==> config.mk <==
export PLATFORM = sky130hd
export DESIGN_NAME = onewire_rom_search
export DESIGN_NICKNAME = d
export VERILOG_FILES = /design/src/rtl/ors_pkg.sv /design/src/rtl/ors_in_reg.sv /design/src/rtl/ors_engine.sv /design/src/rtl/ors_out_reg.sv /design/src/rtl/onewire_rom_search.sv
export SDC_FILE = /design/constraint.sdc
export NUM_CORES = 1
export LEC_CHECK = 0
export ABC_AREA = 1
export BUFFER_PORTS_ARGS = -buffer_cell sky130_fd_sc_hd__buf_2
export CORE_ASPECT_RATIO = 1.2
export CORE_MARGIN = 3
export CORE_UTILIZATION = 49
export DETAILED_ROUTE_END_ITERATION = 7
export PLACE_DENSITY = 0.68
export SYNTH_ARGS = -nofsm -noshare
export SYNTH_HDL_FRONTEND = slang
export SYNTH_SLANG_ARGS = --single-unit
==> constraint.sdc <==
create_clock -name clock -period 7.6 [get_ports clock]
set_clock_uncertainty 0.2 [all_clocks]
set_input_delay 0.38 -clock clock [delete_from_list [all_inputs] [get_ports clock]]
set_output_delay 0.38 -clock clock [all_outputs]
set_load 0.01 [all_outputs]
==> src/rtl/ors_pkg.sv <==
// Shared types, codes and the CRC-8 helper for the 1-Wire ROM search engine.
package ors_pkg;

   // Item kind carried on the request tuser field.
   typedef enum logic [1:0] {
      FUNC_NEXT  = 2'd0,
      FUNC_FIRST = 2'd1,
      FUNC_BIT   = 2'd2,
      FUNC_SPARE = 2'd3
   } func_type;

   localparam int unsigned POS_W      = 7;
   localparam int unsigned ROM_W      = 64;
   localparam int unsigned FAMDISC_W  = 4;
   localparam int unsigned REQ_DATA_W = 8;
   localparam int unsigned RSP_DATA_W = 72;
   localparam int unsigned RSP_USER_W = 3;

   localparam logic [POS_W-1:0] FIRST_BIT    = 7'd1;
   localparam logic [POS_W-1:0] LAST_BIT     = 7'd65 - 7'd1;
   localparam logic [POS_W-1:0] FAMILY_LIMIT = 7'd9;
   localparam logic [7:0]       CRC_POLY     = 8'h8C;

   typedef struct packed {
      logic          complement_bit;
      logic          id_bit;
      logic          presence;
      logic [1:0]    func;
   } req_item_type;

   typedef struct packed {
      logic [FAMDISC_W-1:0] family_discrepancy;
      logic [ROM_W-1:0]     rom_code;
      logic                 found;
      logic                 done_res;
      logic                 write_bit;
      logic                 write_valid;
   } rsp_item_type;

   // Fold one byte into the CRC, LSB first, reflected polynomial.
   function automatic logic [7:0] crc_byte(input logic [7:0] crc_i, input logic [7:0] data_i);
      logic [7:0] crc;
      logic [7:0] data;
      logic       mix;
      crc  = crc_i;
      data = data_i;
      for (int i = 0; i < 8; i++) begin
         mix  = crc[0] ^ data[0];
         crc  = crc >> 1;
         if (mix) begin
            crc = crc ^ CRC_POLY;
         end
         data = data >> 1;
      end
      return crc;
   endfunction

endpackage

==> src/rtl/ors_in_reg.sv <==
// Input register stage: capture one request item and hold it until the engine takes it.
module ors_in_reg (
   input  logic                  clock,
   input  logic                  reset,
   input  logic                  req_tvalid,
   output logic                  req_tready,
   input  ors_pkg::req_item_type req_item,
   input  logic                  take,
   output logic                  item_valid,
   output ors_pkg::req_item_type item
);

   logic                  valid_ff, valid_in;
   ors_pkg::req_item_type item_ff, item_in;

   // Accept whenever the held item leaves this cycle or the stage is empty.
   assign req_tready = !valid_ff || take;

   always_comb begin
      valid_in = valid_ff;
      item_in  = item_ff;
      if (req_tready) begin
         valid_in = req_tvalid;
         item_in  = req_item;
      end
   end

   always_ff @(posedge clock) begin
      if (reset) begin
         valid_ff <= 1'b0;
      end else begin
         valid_ff <= valid_in;
      end
      item_ff <= item_in;
   end

   assign item_valid = valid_ff;
   assign item       = item_ff;

endmodule

==> src/rtl/ors_engine.sv <==
// Search ROM state and the combinational update for one item.
module ors_engine (
   input  logic                  clock,
   input  logic                  reset,
   input  logic                  fire,
   input  ors_pkg::req_item_type item,
   output ors_pkg::rsp_item_type result
);

   logic [ors_pkg::ROM_W-1:0]     rom_ff, rom_in;
   logic [ors_pkg::POS_W-1:0]     last_disc_ff, last_disc_in;
   logic [ors_pkg::FAMDISC_W-1:0] fam_disc_ff, fam_disc_in;
   logic                          last_dev_ff, last_dev_in;
   logic [7:0]                    crc_ff, crc_in;
   logic [ors_pkg::POS_W-1:0]     bit_pos_ff, bit_pos_in;
   logic [ors_pkg::POS_W-1:0]     zero_pos_ff, zero_pos_in;
   logic                          searching_ff, searching_in;

   logic [5:0]                    idx;
   logic                          dir;
   logic [7:0]                    byte_sel;

   always_comb begin
      rom_in       = rom_ff;
      last_disc_in = last_disc_ff;
      fam_disc_in  = fam_disc_ff;
      last_dev_in  = last_dev_ff;
      crc_in       = crc_ff;
      bit_pos_in   = bit_pos_ff;
      zero_pos_in  = zero_pos_ff;
      searching_in = searching_ff;
      idx          = bit_pos_ff[5:0] - 6'd1;
      dir          = 1'b0;
      byte_sel     = 8'd0;
      result       = '0;

      case (item.func)
         ors_pkg::FUNC_NEXT, ors_pkg::FUNC_FIRST: begin
            // A first search forgets what earlier passes learned.
            if (item.func == ors_pkg::FUNC_FIRST) begin
               last_disc_in = '0;
               fam_disc_in  = '0;
               last_dev_in  = 1'b0;
            end
            if (last_dev_in || !item.presence) begin
               last_disc_in    = '0;
               fam_disc_in     = '0;
               last_dev_in     = 1'b0;
               searching_in    = 1'b0;
               result.done_res = 1'b1;
            end else begin
               searching_in = 1'b1;
               bit_pos_in   = ors_pkg::FIRST_BIT;
               zero_pos_in  = '0;
               crc_in       = '0;
            end
         end
         ors_pkg::FUNC_BIT: begin
            if (searching_ff) begin
               if (item.id_bit && item.complement_bit) begin
                  // No device answered: drop the search.
                  last_disc_in    = '0;
                  fam_disc_in     = '0;
                  last_dev_in     = 1'b0;
                  searching_in    = 1'b0;
                  result.done_res = 1'b1;
               end else begin
                  if (item.id_bit != item.complement_bit) begin
                     dir = item.id_bit;
                  end else begin
                     // Discrepancy: follow the earlier path, then take the one branch once.
                     if (bit_pos_ff < last_disc_ff) begin
                        dir = rom_ff[idx];
                     end else begin
                        dir = (bit_pos_ff == last_disc_ff);
                     end
                     if (!dir) begin
                        zero_pos_in = bit_pos_ff;
                        if (bit_pos_ff < ors_pkg::FAMILY_LIMIT) begin
                           fam_disc_in = bit_pos_ff[ors_pkg::FAMDISC_W-1:0];
                        end
                     end
                  end
                  rom_in[idx]        = dir;
                  result.write_valid = 1'b1;
                  result.write_bit   = dir;
                  byte_sel           = rom_in[{idx[5:3], 3'b000} +: 8];
                  if (bit_pos_ff[2:0] == 3'd0) begin
                     crc_in = ors_pkg::crc_byte(crc_ff, byte_sel);
                  end
                  if (bit_pos_ff >= ors_pkg::LAST_BIT) begin
                     result.done_res = 1'b1;
                     if (crc_in == 8'd0 && rom_in[7:0] != 8'd0) begin
                        last_disc_in = zero_pos_in;
                        last_dev_in  = (zero_pos_in == '0);
                        searching_in = 1'b0;
                        result.found = 1'b1;
                     end else begin
                        last_disc_in = '0;
                        fam_disc_in  = '0;
                        last_dev_in  = 1'b0;
                        searching_in = 1'b0;
                     end
                  end else begin
                     bit_pos_in = bit_pos_ff + 7'd1;
                  end
               end
            end
         end
         default: begin
            // Spare code: ignore.
         end
      endcase

      result.rom_code           = rom_in;
      result.family_discrepancy = fam_disc_in;
   end

   always_ff @(posedge clock) begin
      if (reset) begin
         rom_ff       <= '0;
         last_disc_ff <= '0;
         fam_disc_ff  <= '0;
         last_dev_ff  <= 1'b0;
         crc_ff       <= '0;
         bit_pos_ff   <= ors_pkg::FIRST_BIT;
         zero_pos_ff  <= '0;
         searching_ff <= 1'b0;
      end else if (fire) begin
         rom_ff       <= rom_in;
         last_disc_ff <= last_disc_in;
         fam_disc_ff  <= fam_disc_in;
         last_dev_ff  <= last_dev_in;
         crc_ff       <= crc_in;
         bit_pos_ff   <= bit_pos_in;
         zero_pos_ff  <= zero_pos_in;
         searching_ff <= searching_in;
      end
   end

endmodule

==> src/rtl/ors_out_reg.sv <==
// Result register stage: hold one result item until the consumer takes it.
module ors_out_reg (
   input  logic                  clock,
   input  logic                  reset,
   input  logic                  load,
   input  ors_pkg::rsp_item_type result,
   output logic                  take,
   output logic                  rsp_tvalid,
   input  logic                  rsp_tready,
   output ors_pkg::rsp_item_type rsp_item
);

   logic                  valid_ff, valid_in;
   ors_pkg::rsp_item_type item_ff, item_in;

   // Room for a new result when empty or when the held one leaves now.
   assign take = !valid_ff || rsp_tready;

   always_comb begin
      valid_in = valid_ff;
      item_in  = item_ff;
      if (take) begin
         valid_in = load;
         item_in  = result;
      end
   end

   always_ff @(posedge clock) begin
      if (reset) begin
         valid_ff <= 1'b0;
      end else begin
         valid_ff <= valid_in;
      end
      item_ff <= item_in;
   end

   assign rsp_tvalid = valid_ff;
   assign rsp_item   = item_ff;

endmodule

==> src/rtl/onewire_rom_search.sv <==
// Top level of the 1-Wire Search ROM engine with stream request and response channels.
//
//   channel | dir | handshake            | tuser                | tdata
//   --------+-----+----------------------+----------------------+-----------------------------
//   req     | in  | req_tvalid/tready    | [1:0] func           | [0] presence, [1] id_bit,
//           |     |                      |                      | [2] complement_bit
//   rsp     | out | rsp_tvalid/tready    | [0] write_valid,     | [0] write_bit, [64:1] rom_code,
//           |     |                      | [1] done_res,[2] found| [68:65] family_discrepancy
//
// Every request item yields exactly one response item, held in the input register and then in
// the result register. While the response is not stalled, one item is accepted per cycle; the
// search state updates combinationally between the two, so throughput is one item per clock.
// Reset (synchronous, high) clears the search state: no stored code, bit position one.
// A stalled response holds the result register; the input register then fills and
// req_tready drops until the response is taken.
module onewire_rom_search (
   input  logic                            clock,
   input  logic                            reset,
   input  logic                            req_tvalid,
   output logic                            req_tready,
   input  logic [1:0]                      req_tuser,  // [1:0] func
   input  logic [ors_pkg::REQ_DATA_W-1:0]  req_tdata,  // [0] presence, [1] id_bit,
                                                       // [2] complement_bit, rest zero
   output logic                            rsp_tvalid,
   input  logic                            rsp_tready,
   output logic [ors_pkg::RSP_USER_W-1:0]  rsp_tuser,  // [0] write_valid, [1] done_res,
                                                       // [2] found
   output logic [ors_pkg::RSP_DATA_W-1:0]  rsp_tdata   // [0] write_bit, [64:1] rom_code,
                                                       // [68:65] family_discrepancy, rest zero
);

   ors_pkg::req_item_type req_item;
   ors_pkg::req_item_type item;
   ors_pkg::rsp_item_type result;
   ors_pkg::rsp_item_type rsp_item;
   logic                  item_valid;
   logic                  take;
   logic                  fire;

   // Unpack the request fields.
   assign req_item.func           = req_tuser;
   assign req_item.presence       = req_tdata[0];
   assign req_item.id_bit         = req_tdata[1];
   assign req_item.complement_bit = req_tdata[2];

   ors_in_reg u_in_reg (
      .clock      (clock),
      .reset      (reset),
      .req_tvalid (req_tvalid),
      .req_tready (req_tready),
      .req_item   (req_item),
      .take       (take),
      .item_valid (item_valid),
      .item       (item)
   );

   // Advance the held item into the engine when the result register has room.
   assign fire = item_valid && take;

   ors_engine u_engine (
      .clock  (clock),
      .reset  (reset),
      .fire   (fire),
      .item   (item),
      .result (result)
   );

   ors_out_reg u_out_reg (
      .clock      (clock),
      .reset      (reset),
      .load       (fire),
      .result     (result),
      .take       (take),
      .rsp_tvalid (rsp_tvalid),
      .rsp_tready (rsp_tready),
      .rsp_item   (rsp_item)
   );

   // Pack the response fields, lowest bit first.
   assign rsp_tuser = {rsp_item.found, rsp_item.done_res, rsp_item.write_valid};
   assign rsp_tdata = {3'b000, rsp_item.family_discrepancy, rsp_item.rom_code,
                       rsp_item.write_bit};

endmodule

==> report_table.html, run 1 <==
<table>
<tr><th>Metric</th><th>Value</th></tr>
<tr><th colspan="2">CTS</th></tr>
<tr><td>Skew-Pair Late Insertion Delay</td><td>0.44 ns</td></tr>
<tr><td>H-Tree Level Count</td><td>4</td></tr>
<tr><td>Clock tree from TritonCTS</td><td>built</td></tr>
<tr><td>Post-CTS clock slew at the launch and capture registers of the worst setup and hold paths</td><td>0.07 ns</td></tr>
<tr><td>TritonCTS sink count</td><td>178</td></tr>
<tr><td>Number of buffers added by the clock tree synthesis step</td><td>17</td></tr>
<tr><td>Post-CTS Resized</td><td>0</td></tr>
<tr><td>Buffer depth of the longest clock path</td><td>2</td></tr>
<tr><td>Clock root buffer master</td><td>clkbuf_16</td></tr>
<tr><th colspan="2">GRT</th></tr>
<tr><td>Total grt overflow</td><td>0</td></tr>
<tr><td>Wire length of the first global-routing pass</td><td>47,350 um</td></tr>
<tr><td>GR Util All Layers</td><td>25.69%</td></tr>
<tr><td>Vias in the first global route</td><td>9,250</td></tr>
<tr><td>Number of antenna violations at the first check in global routing</td><td>0</td></tr>
<tr><td>Largest net degree at the start of global routing</td><td>135</td></tr>
<tr><th colspan="2">Logic synthesis</th></tr>
<tr><td>Instance count of the mapped netlist</td><td>1,505</td></tr>
<tr><td>Synth Area in XOR/XNOR</td><td>0%</td></tr>
<tr><td>Compound-Gate Fraction of Synth Area</td><td>17.94%</td></tr>
<tr><td>Post-Synth Adder-Cell Area</td><td>1.326%</td></tr>
<tr><td>Mean instance size in the synthesized netlist</td><td>6.899 um^2</td></tr>
<tr><td>Dominant combinational cell family by area after synthesis</td><td>simple AND/OR/NAND/NOR gates</td></tr>
<tr><td>Synth Area in Simple Gates</td><td>28.32%</td></tr>
<tr><td>Post-synth design cell area</td><td>0.01038 mm^2</td></tr>
<tr><td>Async set or reset register ratio after synthesis</td><td>0%</td></tr>
<tr><td>Number of enable-type register cells in the synthesized netlist</td><td>77</td></tr>
<tr><td>Primary FF master, synth</td><td>dfxtp_1</td></tr>
<tr><td>Number of distinct library cell variants in the gate-level netlist after synthesis</td><td>34</td></tr>
<tr><td>Number of flip-flops and latches in the synthesized netlist</td><td>178</td></tr>
<tr><td>Yosys warns</td><td>0</td></tr>
<tr><td>Sequential share of the synthesized area</td><td>41.74%</td></tr>
<tr><td>Mux share of post-synthesis cell area</td><td>0%</td></tr>
<tr><th colspan="2">Detailed routing</th></tr>
<tr><td>Router iterations before antenna repair</td><td>6</td></tr>
<tr><td>Starting DRT DRC Count</td><td>1,068</td></tr>
<tr><td>Total routed wirelength</td><td>29,230 um</td></tr>
<tr><td>Final antenna-violating net count</td><td>0</td></tr>
<tr><td>Routed vias/inst</td><td>5.508</td></tr>
<tr><td>Post-DR wirelength/cell</td><td>16.04 um</td></tr>
<tr><td>Vias post-DR</td><td>10,040</td></tr>
<tr><td>Number of DRC violations after detailed routing</td><td>0</td></tr>
<tr><th colspan="2">Floorplanning</th></tr>
<tr><td>Die height</td><td>165.5 um</td></tr>
<tr><td>Chip width</td><td>138.9 um</td></tr>
<tr><td>Core Box Area</td><td>0.02054 mm^2</td></tr>
<tr><td>Die outline area</td><td>0.02298 mm^2</td></tr>
<tr><td>Std-Cell Rows</td><td>57</td></tr>
<tr><td>Initial core utilization</td><td>50.55%</td></tr>
<tr><td>I/O Pins</td><td>91</td></tr>
<tr><th colspan="2">Power</th></tr>
<tr><td>Power per cell area</td><td>210.3 mW/mm^2</td></tr>
<tr><td>Power share of the clock group</td><td>35.4%</td></tr>
<tr><td>Switching power summed over all nets</td><td>0.7460 mW</td></tr>
<tr><td>Internal power component</td><td>1.664 mW</td></tr>
<tr><td>Combinational group share of total power</td><td>18.8%</td></tr>
<tr><td>Worst vdd ir</td><td>173.3 uV</td></tr>
<tr><td>Switching power share of the total</td><td>30.95%</td></tr>
<tr><td>LEAKAGE</td><td>5.186 nW</td></tr>
<tr><td>Total power</td><td>2.410 mW</td></tr>
<tr><td>Portion of total power attributed to sequential cells</td><td>45.8%</td></tr>
<tr><th colspan="2">Worst hold path</th></tr>
<tr><td>Class of the worst hold path</td><td>input port to flop</td></tr>
<tr><th colspan="2">Layout</th></tr>
<tr><td>Most common cell after layout, fill and taps aside</td><td>nand2_1</td></tr>
<tr><td>Util after Layout</td><td>55.79%</td></tr>
<tr><td>Final Net Count</td><td>1,569</td></tr>
<tr><td>Commonest cells after routing, fill and taps aside</td><td>340 x nand2_1, 190 x o21ai_0, 175 x inv_1</td></tr>
<tr><td>Final Non-Filler Cells</td><td>1,822</td></tr>
<tr><td>Synth-to-Final Area Change</td><td>10.38%</td></tr>
<tr><td>Ratio of cells with drive above 1 in the final layout</td><td>12.14%</td></tr>
<tr><td>Ant diodes</td><td>0</td></tr>
<tr><th colspan="2">Placed design</th></tr>
<tr><td>Number of placed cells counting well taps</td><td>1,784</td></tr>
<tr><td>Routability congestion estimate from global placement</td><td>0.9153</td></tr>
<tr><td>Worst slack after detailed placement</td><td>1.641 ns</td></tr>
<tr><td>Port buffer count</td><td>82</td></tr>
<tr><td>Final HPWL DP</td><td>19,390 um</td></tr>
<tr><th colspan="2">Timing</th></tr>
<tr><td>Setup TNS</td><td>0 ns</td></tr>
<tr><td>Worst max-slew margin expressed relative to the limit</td><td>20.36%</td></tr>
<tr><td>Final worst-path cycle share</td><td>80.07%</td></tr>
<tr><td>Final setup violation count</td><td>0</td></tr>
<tr><td>Unrepaired setup endpoints after global routing</td><td>no</td></tr>
<tr><td>Number of hold violations in the final report</td><td>0</td></tr>
<tr><td>Final critical delay including setup and external delays</td><td>6.085 ns</td></tr>
<tr><td>Number of max-slew violations in the final report</td><td>0</td></tr>
<tr><td>Setup slack after layout</td><td>1.515 ns</td></tr>
<tr><td>Slew @ Worst Pin</td><td>1.195 ns</td></tr>
<tr><td>Achievable Freq</td><td>164.3 MHz</td></tr>
<tr><th colspan="2">Worst setup path</th></tr>
<tr><td>Flop-to-flop setup slack</td><td>1.51 ns</td></tr>
<tr><td>Crit path top cell by count</td><td>nand2_1</td></tr>
<tr><td>Data required time at the worst endpoint</td><td>7.79 ns</td></tr>
<tr><td>Standard cell with the maximum stage delay on the critical path</td><td>nor2_1</td></tr>
<tr><td>Maximum fanout along the worst path</td><td>30</td></tr>
<tr><td>Worst setup EP type</td><td>flop</td></tr>
<tr><td>Kind of launch point of the worst setup path</td><td>flop</td></tr>
<tr><td>Critical path's largest stage delay</td><td>0.69 ns</td></tr>
<tr><td>Endpoint arrival time on the critical path</td><td>6.28 ns</td></tr>
<tr><td>Critical Setup Path Class</td><td>flop to flop</td></tr>
<tr><th colspan="2">Run</th></tr>
<tr><td>Max Cap Viol</td><td>0</td></tr>
<tr><th colspan="2">Outcome</th></tr>
<tr><td>Status</td><td>completed</td></tr>
</table>
==> synth_stat cells, types with 2 or more instances <==
cell	instances	area share (%)
o21ai_1	34	1.6
inv_1	175	6.3
buf_2	15	0.72
nand3b_1	3	0.22
or2_2	24	1.4
edfxtp_1	77	22
nand3_1	130	6.3
o22ai_1	10	0.60
inv_2	10	0.36
nand2_2	13	0.78
nor3b_1	3	0.22
nor2_2	11	0.66
ha_1	11	1.3
dfxtp_1	101	19
o211ai_1	10	0.72
nor4_1	3	0.18
clkinv_1	3	0.11
nor2_1	140	5.1
buf_4	11	0.80
nor3_1	5	0.24
o21a_1	5	0.36
a2bb2oi_1	3	0.25
nand4_1	12	0.72
o21ai_0	190	9.2
nand3_2	2	0.19
clkbuf_1	48	1.7
a21oi_1	103	5.0
nand2_1	341	12
buf_6	4	0.43
buf_1	4	0.14
==> routing by layer <==
metal  share of wire, %  vias up  GRT usage, %
met5                  0        -             0
met4                3.6        0         10.36
met3                6.9       68         4.349
met2                 47      372         43.75
met1                 42     4563         32.73
li1                   -     5032             -
==> cell families after synthesis <==
group           count (synthesis)
simple gates                  687
buf+inv                       270
other cells                     1
flops                         178
fa+ha+maj                      11
compound gates                358
==> metrics by stage <==
step                      cell area [um^2]  hold WS [ns]
final                                11460        0.1957
after global routing                 11460        0.2295
after CTS                            11460        0.2001
after detailed placement             10840        0.2592
after global placement               10840        0.2546
after floorplan                      10390        0.2401
==> worst max-delay path: cells and delay by family (launching register included) <==
kind | cells | cell delay, ns
AND/OR/NAND/NOR | 34 | 3.86
buffers and inverters | 3 | 0.55
adder cells (fa/ha/maj) | 2 | 0.74
flip-flops | 1 | 0.44
AO/OA/AOI/OAI | 2 | 0.23
==> registers in the layout, indices dropped and copies added, names as in the netlist <==
| signal | count |
|---|---|
| u_engine.fam_disc_ff | 4 |
| u_engine.searching_ff | 1 |
| u_engine.last_disc_ff | 7 |
| u_engine.zero_pos_ff | 7 |
| u_engine.rom_ff | 64 |
| u_out_reg.rsp_tvalid | 1 |
| u_engine.crc_ff | 8 |
| u_engine.bit_pos_ff | 7 |
| u_in_reg.item | 5 |
| u_engine.last_dev_ff | 1 |
| u_in_reg.item_valid | 1 |
| u_out_reg.rsp_item | 72 |
==> repair_timing <==
action / CTS / global route
hold endpoints to repair: 6 / 0
buffers inserted: 0 / 0
hold buffers: 6 / 0
==> layout make-up <==
type,instances,area (um^2)
fillers,2012,9080
well taps,265,331.6
multi-input cells,1059,4967
clock buffers,18,429.2
clock inverters,14,130.1
inverters,188,706.9
flip-flops and latches,178,4334
repair buffers,100,560.5
==> power groups by stage <==
| stage | Sequential [mW] | Combinational, mW | Clock, mW |
|---|---|---|---|
| CTS | 1.10 | 0.449 | 0.864 |
| global route | 1.11 | 0.507 | 0.901 |
| detailed placement | 1.12 | 0.443 | 0 |
| floorplan | 1.14 | 0.304 | 0 |
| global placement | 1.12 | 0.438 | 0 |
| finish | 1.10 | 0.453 | 0.854 |
==> final timing paths <==
path / start / to / cells after the start
hold reg to reg: u_engine.last_disc_ff[3]$_SDFFE_PP0P_ / u_engine.last_disc_ff[3]$_SDFFE_PP0P_ / 2
setup reg to reg: u_engine.bit_pos_ff[1]$_SDFFE_PP0P_ / u_engine.fam_disc_ff[0]$_SDFFE_PP0P_ / 41
hold / removal: reset / u_engine.crc_ff[3]$_SDFFE_PP0P_ / 2
setup / recovery: u_engine.bit_pos_ff[1]$_SDFFE_PP0P_ / u_engine.fam_disc_ff[0]$_SDFFE_PP0P_ / 41
Power figures use the tool's default switching activity.
==> run 2: changes to the inputs <==
==> constraint.sdc (replaced) <==
create_clock -name clock -period 5.9 [get_ports clock]
set_clock_uncertainty 0.2 [all_clocks]
set_input_delay 0.295 -clock clock [delete_from_list [all_inputs] [get_ports clock]]
set_output_delay 0.295 -clock clock [all_outputs]
set_load 0.01 [all_outputs]
==> run 2 against run 1 <==
Net effect:
- the run now ends with design-rule violations left
- count of clock-buffer cells in the layout did not move
- critical path depth is 2 lower
- sequential share of layout area fell by 0.29 points
- final cell count increased by 0.16%
- register-to-register slack lost 1.0 ns
- routed wire length grew 1.5%
- maximum frequency grew 12%
- total power is 33% higher
- global-route usage hardly changed
- setup slack lost 1.0 ns
- first-iteration DRC count grew 2.9%
- critical path type unchanged
- critical endpoint is now u_engine.fam_disc_ff[1]$_SDFFE_PP0P_
- largest cell class unchanged
==> report_table.html, run 2 (same netlist as run 1, synthesis figures left out) <==
<table>
<tr><th>Metric</th><th>Value</th></tr>
<tr><th colspan="2">Floorplanning</th></tr>
<tr><td>Die outline area</td><td>0.02298 mm^2 (unchanged)</td></tr>
<tr><td>Std-Cell Rows</td><td>57 (unchanged)</td></tr>
<tr><td>Initial core utilization</td><td>50.55% (unchanged)</td></tr>
<tr><td>Die height</td><td>165.5 um (unchanged)</td></tr>
<tr><td>I/O Pins</td><td>91 (unchanged)</td></tr>
<tr><td>Chip width</td><td>138.9 um (unchanged)</td></tr>
<tr><td>Core Box Area</td><td>0.02054 mm^2 (unchanged)</td></tr>
<tr><th colspan="2">Detailed routing</th></tr>
<tr><td>Router iterations before antenna repair</td><td>8 (+2)</td></tr>
<tr><td>Number of DRC violations after detailed routing</td><td>1 (+1)</td></tr>
<tr><td>Routed vias/inst</td><td>5.513 (+0.10%)</td></tr>
<tr><td>Final antenna-violating net count</td><td>0 (unchanged)</td></tr>
<tr><td>Post-DR wirelength/cell</td><td>16.26 um (+1.3%)</td></tr>
<tr><td>Total routed wirelength</td><td>29,670 um (+1.5%)</td></tr>
<tr><td>Starting DRT DRC Count</td><td>1,099 (+2.9%)</td></tr>
<tr><td>Vias post-DR</td><td>10,060 (+0.27%)</td></tr>
<tr><th colspan="2">Timing</th></tr>
<tr><td>Final setup violation count</td><td>0 (unchanged)</td></tr>
<tr><td>Worst max-slew margin expressed relative to the limit</td><td>19.09% (-1.3 points)</td></tr>
<tr><td>Slew @ Worst Pin</td><td>1.214 ns (+0.01912 ns)</td></tr>
<tr><td>Number of hold violations in the final report</td><td>0 (unchanged)</td></tr>
<tr><td>Setup TNS</td><td>0 ns (unchanged)</td></tr>
<tr><td>Final critical delay including setup and external delays</td><td>5.422 ns (-0.6626 ns)</td></tr>
<tr><td>Final worst-path cycle share</td><td>91.91% (+12 points)</td></tr>
<tr><td>Achievable Freq</td><td>184.4 MHz (+12%)</td></tr>
<tr><td>Number of max-slew violations in the final report</td><td>0 (unchanged)</td></tr>
<tr><td>Unrepaired setup endpoints after global routing</td><td>no</td></tr>
<tr><th colspan="2">Power</th></tr>
<tr><td>Switching power summed over all nets</td><td>0.9685 mW (+30%)</td></tr>
<tr><td>Power per cell area</td><td>277.5 mW/mm^2 (+32%)</td></tr>
<tr><td>LEAKAGE</td><td>5.223 nW (+0.72%)</td></tr>
<tr><td>Worst vdd ir</td><td>194.6 uV (+12%)</td></tr>
<tr><td>Total power</td><td>3.204 mW (+33%)</td></tr>
<tr><td>Portion of total power attributed to sequential cells</td><td>44.4% (-1.4 points)</td></tr>
<tr><td>Combinational group share of total power</td><td>18.6% (-0.2 points)</td></tr>
<tr><td>Power share of the clock group</td><td>37.0% (+1.6 points)</td></tr>
<tr><td>Switching power share of the total</td><td>30.23% (-0.73 points)</td></tr>
<tr><td>Internal power component</td><td>2.236 mW (+34%)</td></tr>
<tr><th colspan="2">GRT</th></tr>
<tr><td>Wire length of the first global-routing pass</td><td>47,640 um (+0.60%)</td></tr>
<tr><td>Number of antenna violations at the first check in global routing</td><td>0 (unchanged)</td></tr>
<tr><td>Total grt overflow</td><td>0 (unchanged)</td></tr>
<tr><td>Vias in the first global route</td><td>9,329 (+0.85%)</td></tr>
<tr><td>GR Util All Layers</td><td>25.71% (about the same)</td></tr>
<tr><td>Largest net degree at the start of global routing</td><td>134 (-0.74%)</td></tr>
<tr><th colspan="2">Layout</th></tr>
<tr><td>Final Net Count</td><td>1,572 (+0.19%)</td></tr>
<tr><td>Number of flip-flops in the largest register</td><td>72 (unchanged)</td></tr>
<tr><td>Filler cell count in the final layout</td><td>2,010 (-0.099%)</td></tr>
<tr><td>Final instance area</td><td>0.01155 mm^2 (+0.76%)</td></tr>
<tr><td>Final Non-Filler Cells</td><td>1,825 (+0.16%)</td></tr>
<tr><td>Ant diodes</td><td>0 (unchanged)</td></tr>
<tr><td>Commonest cells after routing, fill and taps aside</td><td>340 x nand2_1, 190 x o21ai_0, 175 x inv_1</td></tr>
<tr><td>Footprint of the flip-flops and latches</td><td>0.004334 mm^2 (unchanged)</td></tr>
<tr><td>Ratio of cells with drive above 1 in the final layout</td><td>12.31% (+0.17 points)</td></tr>
<tr><td>Area of the multi-input gates</td><td>0.004975 mm^2 (+0.15%)</td></tr>
<tr><td>Synth-to-Final Area Change</td><td>11.22%</td></tr>
<tr><td>Util after Layout</td><td>56.22% (+0.43 points)</td></tr>
<tr><td>Most common cell after layout, fill and taps aside</td><td>nand2_1</td></tr>
<tr><th colspan="2">CTS</th></tr>
<tr><td>Post-CTS clock slew at the launch and capture registers of the worst setup and hold paths</td><td>0.07 ns (about the same)</td></tr>
<tr><td># Post-CTS Setup Buffers</td><td>0 (unchanged)</td></tr>
<tr><td>TritonCTS sink count</td><td>178 (unchanged)</td></tr>
<tr><td>Number of buffers added by the clock tree synthesis step</td><td>17 (unchanged)</td></tr>
<tr><td>Clock tree from TritonCTS</td><td>built</td></tr>
<tr><td>Buffer depth of the longest clock path</td><td>2 (unchanged)</td></tr>
<tr><td>Clock root buffer master</td><td>clkbuf_16</td></tr>
<tr><td>Skew-Pair Late Insertion Delay</td><td>0.43 ns (about the same)</td></tr>
<tr><td>H-Tree Level Count</td><td>4 (unchanged)</td></tr>
<tr><th colspan="2">Worst setup path</th></tr>
<tr><td>Critical path's largest stage delay</td><td>0.55 ns (-0.14 ns)</td></tr>
<tr><td>Standard cell with the maximum stage delay on the critical path</td><td>ha_1</td></tr>
<tr><td>Crit path top cell by count</td><td>nand2_1</td></tr>
<tr><td>Endpoint arrival time on the critical path</td><td>5.61 ns (-0.67 ns)</td></tr>
<tr><td>Kind of launch point of the worst setup path</td><td>flop</td></tr>
<tr><td>Worst setup EP type</td><td>flop</td></tr>
<tr><td>Data required time at the worst endpoint</td><td>6.09 ns (-1.70 ns)</td></tr>
<tr><td>Maximum fanout along the worst path</td><td>25 (-17%)</td></tr>
<tr><td>Critical Setup Path Class</td><td>flop to flop</td></tr>
<tr><th colspan="2">Placed design</th></tr>
<tr><td>Post-place instance area</td><td>0.01088 mm^2 (+0.32%)</td></tr>
<tr><td>Final HPWL DP</td><td>19,870 um (+2.5%)</td></tr>
<tr><td>Number of placed cells counting well taps</td><td>1,787 (+0.17%)</td></tr>
<tr><td>Routability congestion estimate from global placement</td><td>0.9402 (+2.7%)</td></tr>
<tr><td>Port buffer count</td><td>82 (unchanged)</td></tr>
<tr><th colspan="2">Outcome</th></tr>
<tr><td>Status</td><td>complete, but fails checks</td></tr>
<tr><td>Violations in the final reports</td><td>design-rule violations</td></tr>
<tr><th colspan="2">Worst hold path</th></tr>
<tr><td>Class of the worst hold path</td><td>input port to flop</td></tr>
<tr><th colspan="2">Run</th></tr>
<tr><td>Max Cap Viol</td><td>0 (unchanged)</td></tr>
</table>
[run 2: cell types whose count changed in the layout (fill, tap and decap cells not counted)]
cell	before	now
clkinv_1	2	3
clkinv_4	3	1
ha_1	11	10
bufinv_16	1	3
nor2_4	1	2
buf_4	12	14
inv_6	4	5
ha_2	0	1
clkinv_2	5	3
buf_12	0	1
nor2_2	11	10
[run 2: final timing paths]
path | from | to | slack (ns) | cells after the start
worst max-delay path | u_engine.bit_pos_ff[1]$_SDFFE_PP0P_ | u_engine.fam_disc_ff[1]$_SDFFE_PP0P_ | 0.48 | 39
worst min-delay path | reset | u_engine.crc_ff[2]$_SDFFE_PP0P_ | 0.11 | 2
worst max register to register | u_engine.bit_pos_ff[1]$_SDFFE_PP0P_ | u_engine.fam_disc_ff[1]$_SDFFE_PP0P_ | 0.48 | 39
worst min register to register | u_engine.last_disc_ff[1]$_SDFFE_PP0P_ | u_engine.last_disc_ff[1]$_SDFFE_PP0P_ | 0.27 | 2
[run 2: repair_timing]
action	4_1_cts	5_1_grt
endpoints found under the setup margin	0	6
hold buffers	6	0
endpoints found under the hold margin	6	0
resized for setup	0	2
[run 2: metrics by stage]
step / setup slack [ns] / hold slack [ns]
final: 0.4776 / 0.1066
after detailed placement: 0.5378 / 0.2570
after CTS: 0.4808 / 0.1120
after global routing: 0.01392 / 0.1287
after global placement: 0.5072 / 0.2548
after floorplan: 1.633 / 0.1939
[run 2: power by group through the flow]
| stage | clock network, mW | logic [mW] | registers [mW] |
|---|---|---|---|
| floorplan | 0 | 0.391 | 1.47 |
| global placement | 0 | 0.576 | 1.45 |
| detailed placement | 0 | 0.584 | 1.45 |
| CTS | 1.20 | 0.590 | 1.42 |
| global route | 1.25 | 0.668 | 1.43 |
| finish | 1.19 | 0.595 | 1.42 |
[run 2: worst max-delay path, delay by kind of cell, from the launching register on]
| family | cells | cell delay [ns] |
|---|---|---|
| DFF | 1 | 0.45 |
| buffers and inverters | 4 | 0.66 |
| and+or+nand+nor | 34 | 3.52 |
| adders and majority gates | 1 | 0.55 |
[run 2: layout make-up]
cell class                      instances  area share (%)
Multi-Input combinational cell       1059           43.08
Clock inverter                         14           1.517
Tap cell                              265           2.871
Clock buffer                           18           3.717
Sequential cell                       178           37.53
Inverter                              188           6.122
Timing Repair Buffer                  103           5.158
[run 2: per-layer routing]
layer,track usage [%],routed length (um)
met1,32.65,12460
met2,43.95,14100
met4,10.36,956
met5,0,0
met3,4.320,2155
